[config.mk]
export PLATFORM = sky130hd
export DESIGN_NAME = msb_first_bit_packer_unit_flat
export DESIGN_NICKNAME = d
export VERILOG_FILES = /design/src/hw/rtl/mbp_pkg.sv /design/src/hw/rtl/mbp_in_if.sv /design/src/hw/rtl/mbp_out_if.sv /design/src/hw/rtl/mbp_front.sv /design/src/hw/rtl/mbp_queue.sv /design/src/hw/rtl/mbp_back.sv /design/src/hw/rtl/msb_first_bit_packer_unit.sv /design/src/flat_wrapper.sv
export VERILOG_INCLUDE_DIRS = /design/src /design/src/hw/rtl
export SDC_FILE = /design/constraint.sdc
export NUM_CORES = 1
export LEC_CHECK = 0
export ABC_AREA = 1
export BUFFER_PORTS_ARGS = -buffer_cell sky130_fd_sc_hd__buf_2
export CAP_MARGIN = 20
export CORE_MARGIN = 5
export CORE_UTILIZATION = 50
export DETAILED_ROUTE_END_ITERATION = 8
export GPL_ROUTABILITY_DRIVEN = 0
export HOLD_SLACK_MARGIN = 0.02
export PLACE_DENSITY = 0.71
export SYNTH_ARGS = -nofsm -noshare
export SYNTH_HDL_FRONTEND = slang
export SYNTH_HIERARCHICAL = 1
export SYNTH_SLANG_ARGS = --single-unit
[constraint.sdc]
create_clock -name clk -period 4.74 [get_ports clk]
set_input_delay 0.711 -clock clk [delete_from_list [all_inputs] [get_ports clk]]
set_output_delay 0.711 -clock clk [all_outputs]
set_load 0.05 [all_outputs]
[src/hw/rtl/assert_macros.svh]
// assertion macros shared by the bit packer modules
// expects a clock named clk and a synchronous reset named rst in the using scope
`ifndef ASSERT_MACROS_SVH
`define ASSERT_MACROS_SVH

// property checked on every rising clock edge outside reset
`define MBP_ASSERT(lbl, prop, msg) \
  lbl: assert property (@(posedge clk) disable iff (rst) (prop)) else $error(msg);

// antecedent in one cycle implies consequent in the next
`define MBP_ASSERT_NEXT(lbl, ante, cons, msg) \
  lbl: assert property (@(posedge clk) disable iff (rst) (ante) |=> (cons)) else $error(msg);

`endif

[src/hw/rtl/mbp_pkg.sv]
// constants and types of the msb-first bit packer
// no dependencies
`timescale 1ns / 1ps
`default_nettype none

package mbp_pkg;

  localparam int CODE_W            = 32;
  localparam int BYTE_W            = 8;
  localparam int CNT_W             = 6;
  localparam int FILL_W            = 3;
  localparam int MAX_BYTES         = 4;
  localparam int JOB_CNT_W         = $clog2(MAX_BYTES + 1);
  localparam int WIN_W             = BYTE_W + CODE_W;
  localparam int DEF_MAX_CODE_BITS = 32;
  localparam int DEF_QUEUE_DEPTH   = 2;

  typedef enum logic {
    OP_PACK  = 1'b0,
    OP_FLUSH = 1'b1
  } op_t;

  // bytes of one request, in output order
  typedef struct packed {
    logic [JOB_CNT_W-1:0]             count;
    logic [MAX_BYTES-1:0][BYTE_W-1:0] bytes;
  } job_t;

  typedef struct packed {
    logic full;
    logic empty;
  } q_stat_t;

endpackage

`default_nettype wire

[src/hw/rtl/mbp_in_if.sv]
// code request channel of the bit packer
// depends on mbp_pkg
`timescale 1ns / 1ps
`default_nettype none

interface mbp_in_if
  import mbp_pkg::*;
();
  logic              valid;
  logic              ready;
  logic              operation;
  logic [CODE_W-1:0] code;
  logic [CNT_W-1:0]  bit_count;

  modport source (output valid, output operation, output code, output bit_count,
                  input ready);
  modport sink   (input valid, input operation, input code, input bit_count,
                  output ready);
endinterface

`default_nettype wire

[src/hw/rtl/mbp_out_if.sv]
// byte result channel of the bit packer
// depends on mbp_pkg
`timescale 1ns / 1ps
`default_nettype none

interface mbp_out_if
  import mbp_pkg::*;
();
  logic              valid;
  logic              ready;
  logic [BYTE_W-1:0] byte_out;
  logic              last;

  modport source (output valid, output byte_out, output last, input ready);
  modport sink   (input valid, input byte_out, input last, output ready);
endinterface

`default_nettype wire

[src/hw/rtl/mbp_front.sv]
// front end: accepts requests, keeps the partial byte, builds byte jobs
// depends on mbp_pkg, mbp_in_if, assert_macros.svh
`timescale 1ns / 1ps
`default_nettype none
`include "assert_macros.svh"

module mbp_front
  import mbp_pkg::*;
#(
  parameter int MAX_CODE_BITS = DEF_MAX_CODE_BITS
) (
  input  wire     clk,
  input  wire     rst,
  mbp_in_if.sink  codes,
  input  q_stat_t q_stat,
  output logic    push,
  output job_t    push_job
);

  localparam int LIMIT = (MAX_CODE_BITS < CODE_W) ? MAX_CODE_BITS : CODE_W;
  localparam logic [CNT_W-1:0] LIMIT_C = CNT_W'(LIMIT);
  localparam logic [CNT_W-1:0] WIN_C   = CNT_W'(WIN_W);

  logic [BYTE_W-1:0] partial_byte;
  logic [FILL_W-1:0] bits_filled;
  logic [BYTE_W-1:0] partial_byte_next;
  logic [FILL_W-1:0] bits_filled_next;

  logic              accept;
  logic [CNT_W-1:0]  n;
  logic [CODE_W-1:0] masked;
  logic [CNT_W-1:0]  total;
  logic [CNT_W-1:0]  sh;
  logic [WIN_W-1:0]  aligned;
  logic [WIN_W-1:0]  win;
  logic [BYTE_W-1:0] win_bytes [MAX_BYTES+1];
  logic [FILL_W-1:0] nbytes;

  assign codes.ready = !q_stat.full;
  assign accept      = codes.valid && codes.ready;

  // saturated count, code cut to its low n bits
  assign n       = (codes.bit_count > LIMIT_C) ? LIMIT_C : codes.bit_count;
  assign masked  = codes.code & ~({CODE_W{1'b1}} << n);
  assign total   = {{(CNT_W-FILL_W){1'b0}}, bits_filled} + n;
  assign sh      = WIN_C - total;
  assign aligned = {{BYTE_W{1'b0}}, masked} << sh;
  assign win     = {partial_byte, {CODE_W{1'b0}}} | aligned;
  assign nbytes  = total[CNT_W-1:FILL_W];

  always_comb begin
    for (int k = 0; k <= MAX_BYTES; k++) begin
      win_bytes[k] = win[WIN_W-1-BYTE_W*k -: BYTE_W];
    end
  end

  always_comb begin
    push              = 1'b0;
    push_job          = '0;
    partial_byte_next = partial_byte;
    bits_filled_next  = bits_filled;
    if (codes.operation == OP_FLUSH) begin
      push_job.count    = JOB_CNT_W'(1);
      push_job.bytes[0] = partial_byte;
      push              = accept && (bits_filled != '0);
      if (accept) begin
        partial_byte_next = '0;
        bits_filled_next  = '0;
      end
    end else begin
      push_job.count = JOB_CNT_W'(nbytes);
      for (int k = 0; k < MAX_BYTES; k++) begin
        push_job.bytes[k] = win_bytes[k];
      end
      push = accept && (nbytes != '0);
      if (accept) begin
        partial_byte_next = win_bytes[nbytes];
        bits_filled_next  = total[FILL_W-1:0];
      end
    end
  end

  always_ff @(posedge clk) begin
    if (rst) begin
      partial_byte <= '0;
      bits_filled  <= '0;
    end else begin
      partial_byte <= partial_byte_next;
      bits_filled  <= bits_filled_next;
    end
  end

  `MBP_ASSERT_NEXT(a_flush_clears, accept && (codes.operation == OP_FLUSH), bits_filled == '0, "flush left bits behind")
  `MBP_ASSERT(a_push_count, !push || ((push_job.count != '0) && (push_job.count <= JOB_CNT_W'(MAX_BYTES))), "job with bad byte count")

endmodule

`default_nettype wire

[src/hw/rtl/mbp_queue.sv]
// short job queue between front and back end
// depends on mbp_pkg, assert_macros.svh
`timescale 1ns / 1ps
`default_nettype none
`include "assert_macros.svh"

module mbp_queue
  import mbp_pkg::*;
#(
  parameter int DEPTH = DEF_QUEUE_DEPTH
) (
  input  wire      clk,
  input  wire      rst,
  input  wire      push,
  input  job_t     push_job,
  input  wire      pop,
  output job_t     head,
  output q_stat_t  q_stat
);

  localparam int PTR_W = (DEPTH > 1) ? $clog2(DEPTH) : 1;
  localparam int CNT_QW = $clog2(DEPTH + 1);
  localparam logic [PTR_W-1:0]  LAST_PTR = PTR_W'(DEPTH - 1);
  localparam logic [CNT_QW-1:0] DEPTH_C  = CNT_QW'(DEPTH);

  job_t              slots [DEPTH];
  logic [PTR_W-1:0]  wr_ptr;
  logic [PTR_W-1:0]  rd_ptr;
  logic [CNT_QW-1:0] fill;

  assign head         = slots[rd_ptr];
  assign q_stat.full  = (fill == DEPTH_C);
  assign q_stat.empty = (fill == '0);

  always_ff @(posedge clk) begin
    if (push) begin
      slots[wr_ptr] <= push_job;
    end
  end

  always_ff @(posedge clk) begin
    if (rst) begin
      wr_ptr <= '0;
      rd_ptr <= '0;
      fill   <= '0;
    end else begin
      if (push) begin
        wr_ptr <= (wr_ptr == LAST_PTR) ? '0 : wr_ptr + PTR_W'(1);
      end
      if (pop) begin
        rd_ptr <= (rd_ptr == LAST_PTR) ? '0 : rd_ptr + PTR_W'(1);
      end
      if (push && !pop) begin
        fill <= fill + CNT_QW'(1);
      end else if (pop && !push) begin
        fill <= fill - CNT_QW'(1);
      end
    end
  end

  `MBP_ASSERT(a_no_overflow, !(push && q_stat.full), "push into full queue")
  `MBP_ASSERT(a_no_underflow, !(pop && q_stat.empty), "pop from empty queue")

endmodule

`default_nettype wire

[src/hw/rtl/mbp_back.sv]
// back end: sends the bytes of the head job one per cycle while the receiver is ready
// depends on mbp_pkg, mbp_out_if, assert_macros.svh
`timescale 1ns / 1ps
`default_nettype none
`include "assert_macros.svh"

module mbp_back
  import mbp_pkg::*;
(
  input  wire       clk,
  input  wire       rst,
  input  job_t      head,
  input  q_stat_t   q_stat,
  output logic      pop,
  mbp_out_if.source stream
);

  localparam int IDX_W = $clog2(MAX_BYTES);

  logic [IDX_W-1:0] idx;
  logic             at_last;
  logic             take;

  assign at_last = ({{(JOB_CNT_W-IDX_W){1'b0}}, idx} + JOB_CNT_W'(1)) == head.count;
  assign take    = stream.valid && stream.ready;
  assign pop     = take && at_last;

  assign stream.valid    = !q_stat.empty;
  assign stream.byte_out = head.bytes[idx];
  assign stream.last     = at_last;

  always_ff @(posedge clk) begin
    if (rst) begin
      idx <= '0;
    end else if (take) begin
      idx <= at_last ? '0 : idx + IDX_W'(1);
    end
  end

  `MBP_ASSERT(a_idx_in_job, !stream.valid || ({{(JOB_CNT_W-IDX_W){1'b0}}, idx} < head.count), "byte index past job")
  `MBP_ASSERT_NEXT(a_idx_restart, pop, idx == '0, "index not reset after job")

endmodule

`default_nettype wire

[src/hw/rtl/msb_first_bit_packer_unit.sv]
// top level of the msb-first variable-length bit packer
// depends on mbp_pkg, mbp_in_if, mbp_out_if, mbp_front, mbp_queue, mbp_back
`timescale 1ns / 1ps
`default_nettype none

// Packs codes of 0 to 32 bits, most significant bit first, into a byte stream.
// A pack request places the low bit_count bits of code after the bits already
// held; every byte that fills up goes out on the stream channel with byte_out
// bit 7 holding its first bit, and last marks the final byte of the request.
// A flush request sends the partial byte, zero padded, if it holds any bits.
// bit_count above the limit (32, or MAX_CODE_BITS if smaller) is saturated.
// The front end takes one request per cycle while the job queue has room and
// computes all bytes of a request in that cycle; the back end drains one byte
// per cycle while the receiver is ready. A request yields zero to four bytes;
// the single-byte output port of the back end limits the output rate.

module msb_first_bit_packer_unit
  import mbp_pkg::*;
#(
  parameter int MAX_CODE_BITS = DEF_MAX_CODE_BITS,
  parameter int QUEUE_DEPTH   = DEF_QUEUE_DEPTH
) (
  input  wire       clk,
  input  wire       rst,
  mbp_in_if.sink    codes,
  mbp_out_if.source stream
);

  // jobs from front to queue
  logic    push;
  job_t    push_job;
  // head of queue to back end
  logic    pop;
  job_t    head;
  q_stat_t q_stat;

  // bit accumulator and job builder
  mbp_front #(
    .MAX_CODE_BITS (MAX_CODE_BITS)
  ) u_front (
    .clk      (clk),
    .rst      (rst),
    .codes    (codes),
    .q_stat   (q_stat),
    .push     (push),
    .push_job (push_job)
  );

  // decouples request intake from byte output
  mbp_queue #(
    .DEPTH (QUEUE_DEPTH)
  ) u_queue (
    .clk      (clk),
    .rst      (rst),
    .push     (push),
    .push_job (push_job),
    .pop      (pop),
    .head     (head),
    .q_stat   (q_stat)
  );

  // byte serializer
  mbp_back u_back (
    .clk    (clk),
    .rst    (rst),
    .head   (head),
    .q_stat (q_stat),
    .pop    (pop),
    .stream (stream)
  );

endmodule

`default_nettype wire

[src/flat_wrapper.sv]
// flat-port wrapper written by rule: the top's interface ports become plain ports
module msb_first_bit_packer_unit_flat import mbp_pkg::*;
#(
  parameter int MAX_CODE_BITS = DEF_MAX_CODE_BITS,
  parameter int QUEUE_DEPTH   = DEF_QUEUE_DEPTH
)
  (clk, rst, codes_valid, codes_operation, codes_code, codes_bit_count, codes_ready, stream_valid, stream_byte_out, stream_last, stream_ready);
  mbp_in_if codes_i ();
  mbp_out_if stream_i ();
  input  wire clk;
  input  wire rst;
  input wire logic [$bits(codes_i.valid)-1:0] codes_valid;
  input wire logic [$bits(codes_i.operation)-1:0] codes_operation;
  input wire logic [$bits(codes_i.code)-1:0] codes_code;
  input wire logic [$bits(codes_i.bit_count)-1:0] codes_bit_count;
  output wire logic [$bits(codes_i.ready)-1:0] codes_ready;
  output wire logic [$bits(stream_i.valid)-1:0] stream_valid;
  output wire logic [$bits(stream_i.byte_out)-1:0] stream_byte_out;
  output wire logic [$bits(stream_i.last)-1:0] stream_last;
  input wire logic [$bits(stream_i.ready)-1:0] stream_ready;
  assign codes_i.valid = codes_valid;
  assign codes_i.operation = codes_operation;
  assign codes_i.code = codes_code;
  assign codes_i.bit_count = codes_bit_count;
  assign codes_ready = codes_i.ready;
  assign stream_valid = stream_i.valid;
  assign stream_byte_out = stream_i.byte_out;
  assign stream_last = stream_i.last;
  assign stream_i.ready = stream_ready;
  msb_first_bit_packer_unit #(.MAX_CODE_BITS(MAX_CODE_BITS), .QUEUE_DEPTH(QUEUE_DEPTH)) u_core (.clk(clk), .rst(rst), .codes(codes_i), .stream(stream_i));
endmodule
---- Word level (Yosys, flattened, before mapping) ----
Memory sizes are Yosys's and may differ from the RTL's. A register that Yosys moved wholly into a read port is not among the register bits.
Cells that the tools add are included.
word-level totals
  bits in writable memories ............... 70
  memories ................................ 1
  flip-flop bits (word level) ............. 17
  output and inout bits ................... 11
  memory bits (read-only) ................. 0
  word-level logic and storage cells ...... 66
  bits in latches ......................... 0
operators by class
  div/mod/pow operators ................... 0
  reductions and logical operators ........ 15
  $mul .................................... 0
  equal/unequal tests ..................... 2
  add/subtract/negate cells ............... 8
  magnitude comparators ................... 3
  bitwise gates (word level) .............. 4
  mux-type cells .......................... 25
  shifts and indexed selects .............. 2
memory list
  name                  words  width  read ports  clocked after memory_dff  wr ports  RTL line         source
  u_core.u_queue.slots  2      35     1           1                         1         mbp_queue.sv:26  job_t slots [DEPTH];
operator list
  cell                                                      number
  two-way mux 8 bit                                         7
  OR 40 bit                                                 1
  << shifter 32 x 6 -> 40 bit                               1
  bitwise AND 32 bit                                        1
  inverter 32 bit                                           1
  << shifter 32 x 6 -> 32 bit, first input constant         1
  binary-select mux 8 bit (select 3 bit)                    1
  two-way mux 24 bit                                        1
  binary-select mux 8 bit (select 2 bit)                    1
  two-way mux 3 bit                                         4
  logical AND 1 bit                                         7
  two-way mux 1 bit                                         7
  adder 3 x 6 -> 6 bit                                      1
  > comparator 6 bit, second input constant                 1
  two-way mux 2 bit                                         3
  two-way mux 6 bit                                         1
  nonzero test 3 bit                                        2
  subtractor 6 bit, first input constant                    1
  adder 2 x 1 -> 2 bit, second input constant               2
  greater-or-equal comparator 4 bit, second input constant  1
  zero test 1 bit                                           4
  inverter 3 -> 4 bit                                       1
  adder 2 x 1 -> 3 bit, second input constant               1
  equality test 3 bit                                       1
  other kinds (6)                                           7

---- Longest topological paths before layout ----
Gate-level depths: netlist (run 1).
  depth in word-level cells ............... 12
  depth in mapped cells ................... 28
  gate-level depth less buffers ........... 26

---- Modules after synthesis ----
The synthesis (run 1) kept the hierarchy.
by module, submodules not included
  module     seq. area each (um^2)  cells an instance  area an instance (um^2)  times used
  mbp_front  220.2                  791                3918.8                   1
  mbp_queue  2202.1                 142                2906.5                   1
  mbp_back   40.0                   78                 431.7                    1

---- Least setup slack after synthesis (run 1) ----
No wires, ideal clock.
  path type ............................... input-to-reg
  from .................................... input port codes_bit_count[2]
  to ...................................... memory u_core/u_queue/slots[0][0] in the netlist's numbering, enable pin
  setup time .............................. 0.427 ns
  setup slack ............................. 0.015 ns
  data required time ...................... 4.313 ns
  path buffers ............................ 3
  stages on the path ...................... 16
  arrival time ............................ 4.298 ns
  cells stage by stage .................... buf_2 > nand2_1 > buf_2 > inv_1 > ha_1 > a21oi_2 > nand2_2 > nand2_2 > nand2_2 > inv_2 > clkbuf_1 > or2_2 > o21ai_0 > a21oi_1 > inv_1 > nor2_1
on the way
  longest elaborated chain between the ends .. 8
RTL lines
  item                                       RTL line                         source
  start: declaration                         flat_wrapper.sv:15               input wire logic [$bits(codes_i.bit_count)-1:0] codes_bit_count;
  > comparator 6 bit                         mbp_front.sv:43                  assign n = (codes.bit_count > LIMIT_C) ? LIMIT_C : codes.bit_count;
  two-way mux 6 bit *                        mbp_front.sv:43
  adder 3 x 6 -> 6 bit *                     mbp_front.sv:45                  assign total = {{(CNT_W-FILL_W){1'b0}}, bits_filled} + n;
  nonzero test 3 bit *                       mbp_front.sv:75                  push = accept && (nbytes != '0);
  logical AND 1 bit *                        mbp_front.sv:75
  two-way mux 1 bit *                        mbp_front.sv:62                  if (codes.operation == OP_FLUSH) begin
  via u_core.push                            msb_first_bit_packer_unit.sv:30  logic push;
  two-way mux 1 bit *                        mbp_queue.sv:36                  if (push) begin
  two-way mux 1 bit (implied by the code) *  mbp_queue.sv:37                  slots[wr_ptr] <= push_job;
  end: declaration                           mbp_queue.sv:26
The timed path passes the listed nets; every way through them passes the cells marked *.

==> results.tsv, run 1 <==
metric	value	unit
port_buffers	53	
clkLatencyLatePin	340	ps
cts_buffers	9	
drv_cap	0	
ys_types	45	
r2r_slack	1440	ps
root_buffer	clkbuf_16	
final_util	54.2	%
dieArea	17000	sq um
vias_per_cell	5.72	
finalSetupViolations	0	
cp.required	4820	ps
grt.total_usage	24.6	%
fin_tns_setup	0	ps
fin_nets	1082	
fp-row-count	44	
first_pass_iters	6	
cts_setup_buffers	0	
leakage	0.00349	uW
post_cts_resized	0	
synth_edf_count	70	
ys_ff_latch	88	
gr-total-overflow	0	
drv_slew	0	
drc	0	
wl_per_cell	16.4	um
grt_first_pass_wirelength	33200	um
die_height	130	um
dpl_worst_slack	560	ps
power.density	353	nW/um^2
antenna_found_initial	0	
antenna_cells	0	
final_layout_size_suffix_gt1_share	16.2	%
peakVddDrop	0.000191	V
synth_common_cells	242 x nand3_1, 239 x nand2_1, 111 x nor2_1, 70 x edfxtp_1, 62 x inv_1	
grt_max_degree	38	
synth-main-ff-cell	edfxtp_1	
die_w	130	um
syn_to_final_growth	7.38	%
synth_area_leaders	edfxtp_1 29%, nand3_1 17%, nand2_1 12%	
crit_type	primary input to register	
max_freq	0.255	GHz
synth_nets	1061	
syn_avg_cell_area	7.18	sq um
cts_tree	built	
postCtsHoldBufs	0	
initial_utilization	50.5	%
cts.sinks	88	
tightest_slew	920	ps
synth_warnings	6	
synthArstFlopShare	0	%
ys_seq_area_share	33.9	%
ant_nets	0	
cp-end-kind	register	
p_total	2750	uW
rsz0062_at_grt	no	
post-route-period-util	82.6	%
fin_crit	3920	ps
yosysTopAreaCell	edfxtp_1	
arrival	3990	ps
placed_cell_area	7510	sq um
synth.most_common_cell	nand3_1	
worstHoldPathType	register to register	
io_pins	54	
grt_pass1_vias	6433	
syn-cell-area	7260	sq um
clk_pin_slew	60	ps
vias	6982	
first_iter_violations	793	
cp_max_fo	19	
fin_ws	824	ps
dp_hpwl	15200	um
n_fill_cell	1388	
finClkSkew	10.1	ps
startpoint_type	primary input	
synth_cells	1011	
coreArea	14400	sq um
status	complete, no violations	
hold_violations	0	
htreeDepth	3	
design_area	7790	sq um
clk_path_buf_depth	2	
routed_wl	20100	um
yosys.area.top_type_share	29.0	%
relSlewSlack	38.7	%
[state kept, by name, summed over array words and instances, names as in the netlist, named ones only]
| register | cells |
|---|---|
| u_core/u_back/idx | 2 |
| u_core/u_front/bits_filled | 3 |
| u_core/u_front/partial_byte | 8 |
| u_core/u_queue/fill | 2 |
| u_core/u_queue/rd_ptr | 1 |
| u_core/u_queue/slots | 70 |
| u_core/u_queue/wr_ptr | 1 |
[report_power, final]
group          total (uW)  internal (uW)  leakage (uW)  switching, uW
clock                 655            370      0.000135            285
combinational        1170            351       0.00254            815
sequential            932            901      0.000817           31.6
[metal layers]
layer	share of wire (%)	track usage, %
met1	44	33.6
met2	46	39.1
met3	6.3	3.70
met4	4.0	10.3
met5	0	0
[kinds of logic after synthesis]
logic type | Yosys count | share of synthesized area [%]
and+or+nand+nor | 647 | 40.3
buffers and inverters | 131 | 9.03
AOI/OAI and AO/OA | 100 | 7.97
DFF | 88 | 33.9
muxes | 35 | 6.98
adders and majority gates | 7 | 1.31
xor gates and xnor gates | 3 | 0.466
[final cells by class]
cell class                 instances  area [sq um]  area share (%)
clock buffer                      10           239            3.07
clock inverter                     6          42.5           0.546
inverter                          76           295            3.79
multi-input combinational        792          4140            53.1
sequential                        88          2460            31.6
tap                              184           230            2.95
timing repair buffer              65           380            4.88
[critical path, stage by stage]
cell,delay [ps]
buf_2,260
inv_1,260
nand2_1,150
inv_1,60
ha_1,360
a21oi_2,220
nand2_2,110
nand2_2,110
nand2_2,190
inv_2,110
nand3_2,90
nand2_4,240
inv_2,150
nand2_2,250
inv_1,70
nand2_1,100
nor2_1,50
nor2_1,140
a21oi_1,90
or2_1,260
[layout by cell type (no fill, tap or decap), types with 3 or more instances in the layout]
cell type  Yosys  layout
nand3_1      242     242
nand2_1      239     239
nor2_1       111     110
edfxtp_1      70      70
inv_1         62      62
buf_2         14      53
a21oi_1       33      33
o21ai_0       31      31
mux2_4        30      30
dfxtp_1       18      17
nand4_1       16      16
nand2_2       11      11
o21ai_1       10      10
inv_2         10      10
buf_4          6      10
clkbuf_16      0       9
o22ai_1        9       9
ha_1           6       6
or2_1          6       6
a21boi_0       5       5
nor2_4         5       5
nand3_2        5       5
nor2_2         4       5
mux2_2         5       5
o21ai_2        4       4
nor3_1         3       3
[final timing paths]
path         depth (start not counted)                                           to                                        start
max                                 20         u_core/u_queue/slots[0][2]$_DFFE_PP_                           codes_bit_count[5]
min reg2reg                          2  u_core/u_front/partial_byte[0]$_SDFFE_PP0P_  u_core/u_front/partial_byte[0]$_SDFFE_PP0P_
max reg2reg                         18         u_core/u_queue/slots[0][2]$_DFFE_PP_   u_core/u_front/bits_filled[0]$_SDFFE_PP0P_
min                                  2  u_core/u_front/partial_byte[0]$_SDFFE_PP0P_  u_core/u_front/partial_byte[0]$_SDFFE_PP0P_
[metrics by stage]
stage	hold slack [ps]	cells
after floorplan	449	1011
after global placement	469	1205
after detailed placement	472	1205
after CTS	482	1221
after global routing	502	1221
final	479	1221
No activity file was read; power rests on OpenSTA's default activity.
==> run 2, diff against run 1 <==
- PLACE_DENSITY: 0.71 -> 0.68
- clock period: 4.74 -> 3.69 ns (I/O delays scaled with it)
==> results.tsv, run 2 (synthesis gave the netlist of run 1 again) <==
metric	value	unit
status	complete, no violations	
port_buffers	53	
post_cts_resized	0	
final_layout_size_suffix_gt1_share	19.3	%
critPathTopFamily	simple AND/OR/NAND/NOR gates	
hold_path_startpoint	u_core/u_front/partial_byte[6]$_SDFFE_PP0P_	
cts_buffers	9	
fp-row-count	44	
arrival	3590	ps
wl_per_cell	16.6	um
largestRegisters	u_core/u_queue/slots: 70 flops, u_core/u_front/partial_byte: 8 flops, u_core/u_front/bits_filled: 3 flops	
htreeDepth	3	
clk_pin_slew	60	ps
vias	7191	
hold_slack	480	ps
gr-total-overflow	0	
crit_chain	buf_2 -> nor2_1 -> nand3_1 -> a21boi_0 -> ha_1 -> inv_1 -> fa_1 -> ha_1 -> or2_2 -> nand2_2 -> buf_4 -> nand3_1 -> nand2_1 -> nand2_1 -> a211oi_1 -> buf_4	
startpoint_type	primary input	
leakage	0.00372	uW
grt_max_degree	37	
hold_end	u_core/u_front/partial_byte[6]$_SDFFE_PP0P_	
slowest_stage	fa_1	
peakVddDrop	0.000267	V
grt.total_usage	25.3	%
power.density	468	nW/um^2
finalSetupViolations	0	
reg2reg_to	u_core/u_queue/slots[0][28]$_DFFE_PP_	
syn_to_final_growth	13.4	%
final_cell_mix	242 x nand3_1, 239 x nand2_1, 110 x nor2_1, 70 x edfxtp_1, 61 x inv_1	
cp.required	3900	ps
grt_first_pass_wirelength	33900	um
dp_hpwl	16200	um
r2r_cells	12	
cts_setup_buffers	0	
drv_cap	0	
drv_slew	0	
first_iter_violations	738	
die_height	130	um
final_util	57.3	%
hold_violations	0	
antenna_cells	0	
postCtsHoldBufs	0	
die_w	130	um
fin_crit	3390	ps
r2r_slack	600	ps
rsz0062_at_grt	no	
first_pass_iters	6	
cp_max_fo	23	
min_path_cells	2	
initial_utilization	50.5	%
ant_nets	0	
tightest_slew	723	ps
routed_wl	20900	um
cts.sinks	88	
finClkSkew	7.99	ps
vias_per_cell	5.70	
post-route-period-util	91.7	%
timing.rr.start	u_core/u_front/bits_filled[0]$_SDFFE_PP0P_	
top_register	u_core/u_queue/slots	
cp-end-kind	register	
io_pins	54	
fin_nets	1122	
relSlewSlack	51.6	%
root_buffer	clkbuf_16	
slowest_delay	470	ps
crit_type	primary input to register	
clk_path_buf_depth	2	
antenna_found_initial	0	
cts_tree	built	
drc	0	
coreArea	14400	sq um
max_freq	0.295	GHz
final_common_cell	nand3_1	
dieArea	17000	sq um
n_fill_cell	1392	
cp_num_buf_inv	4	
largest_reg_flops	70	
worstHoldPathType	register to register	
grt_pass1_vias	6752	
clkLatencyLatePin	330	ps
-- run 2: changes by cell type in the layout (fill, tap and decap cells not counted), sizes merged --
cell,previous run,this run
inv,75,74
bufinv,0,3
buf,65,105
clkinv,5,4
clkbuf,10,9
-- run 2: report_power, final --
part,internal [uW],switching (uW),leakage [uW],total (uW)
Clock,662,365,0.000164,1030
Sequential,1160,29.8,0.000817,1190
Combinational,543,1090,0.00274,1640
-- run 2: through the flow --
| step | std cells | TNS, ps | power, uW | cell area, sq um | worst slack [ps] |
|---|---|---|---|---|---|
| 2_1_floorplan | 1011 | 0 | 2360 | 7270 | 20.6 |
| 3_3_place_gp | 1245 | 0 | 2790 | 7880 | 17.2 |
| 3_5_place_dp | 1245 | -43.5 | 2800 | 7880 | -21.7 |
| 4_1_cts | 1261 | 0 | 3840 | 8230 | 322 |
| 5_1_grt | 1261 | 0 | 4070 | 8230 | 46.5 |
| 6_report | 1261 | 0 | 3850 | 8230 | 305 |
-- run 2: per-layer routing --
metal	GRT usage, %	up-vias	wire, um
li1	-	3558	-
met1	33.9	3293	9050
met2	41.6	291	9750
met3	2.97	49	1270
met4	10.5	0	824
met5	0	-	0
-- run 2: worst max-delay path by stage --
| stage | slack, ps | to | start | cells past startpoint |
|---|---|---|---|---|
| 3_5_place_dp | -20 | u_core/u_queue/slots[0][28]$_DFFE_PP_ | codes_bit_count[4] | 16 |
| 4_1_cts | 320 | u_core/u_queue/slots[0][28]$_DFFE_PP_ | codes_bit_count[4] | 16 |
| 5_1_grt | 50 | u_core/u_queue/slots[0][28]$_DFFE_PP_ | codes_bit_count[4] | 16 |
| 6_report | 300 | u_core/u_queue/slots[0][28]$_DFFE_PP_ | codes_bit_count[4] | 16 |
| 2_1_floorplan | 20 | u_core/u_queue/slots[0][4]$_DFFE_PP_ | codes_bit_count[1] | 20 |
| 3_3_place_gp | 20 | u_core/u_queue/slots[0][4]$_DFFE_PP_ | codes_bit_count[4] | 19 |
-- run 2: worst reg2reg max path, stage by stage (launching register included) --
cell and delay, ps:
dfxtp_1 380, ha_1 190, inv_1 60, fa_1 470, ha_1 220, or2_2 300, nand2_2 110, buf_4 270
nand3_1 180, nand2_1 110, nand2_1 90, a211oi_1 390, buf_4 180
-- run 2: layout make-up --
cell class	instances	area (sq um)	area share, %
flip-flops and latches	88	2460	29.9
inverters	76	299	3.63
multi-input cells	792	4150	50.4
clock buffers	9	225	2.74
clock inverters	7	119	1.44
well taps	184	230	2.80
repair buffers	105	743	9.03
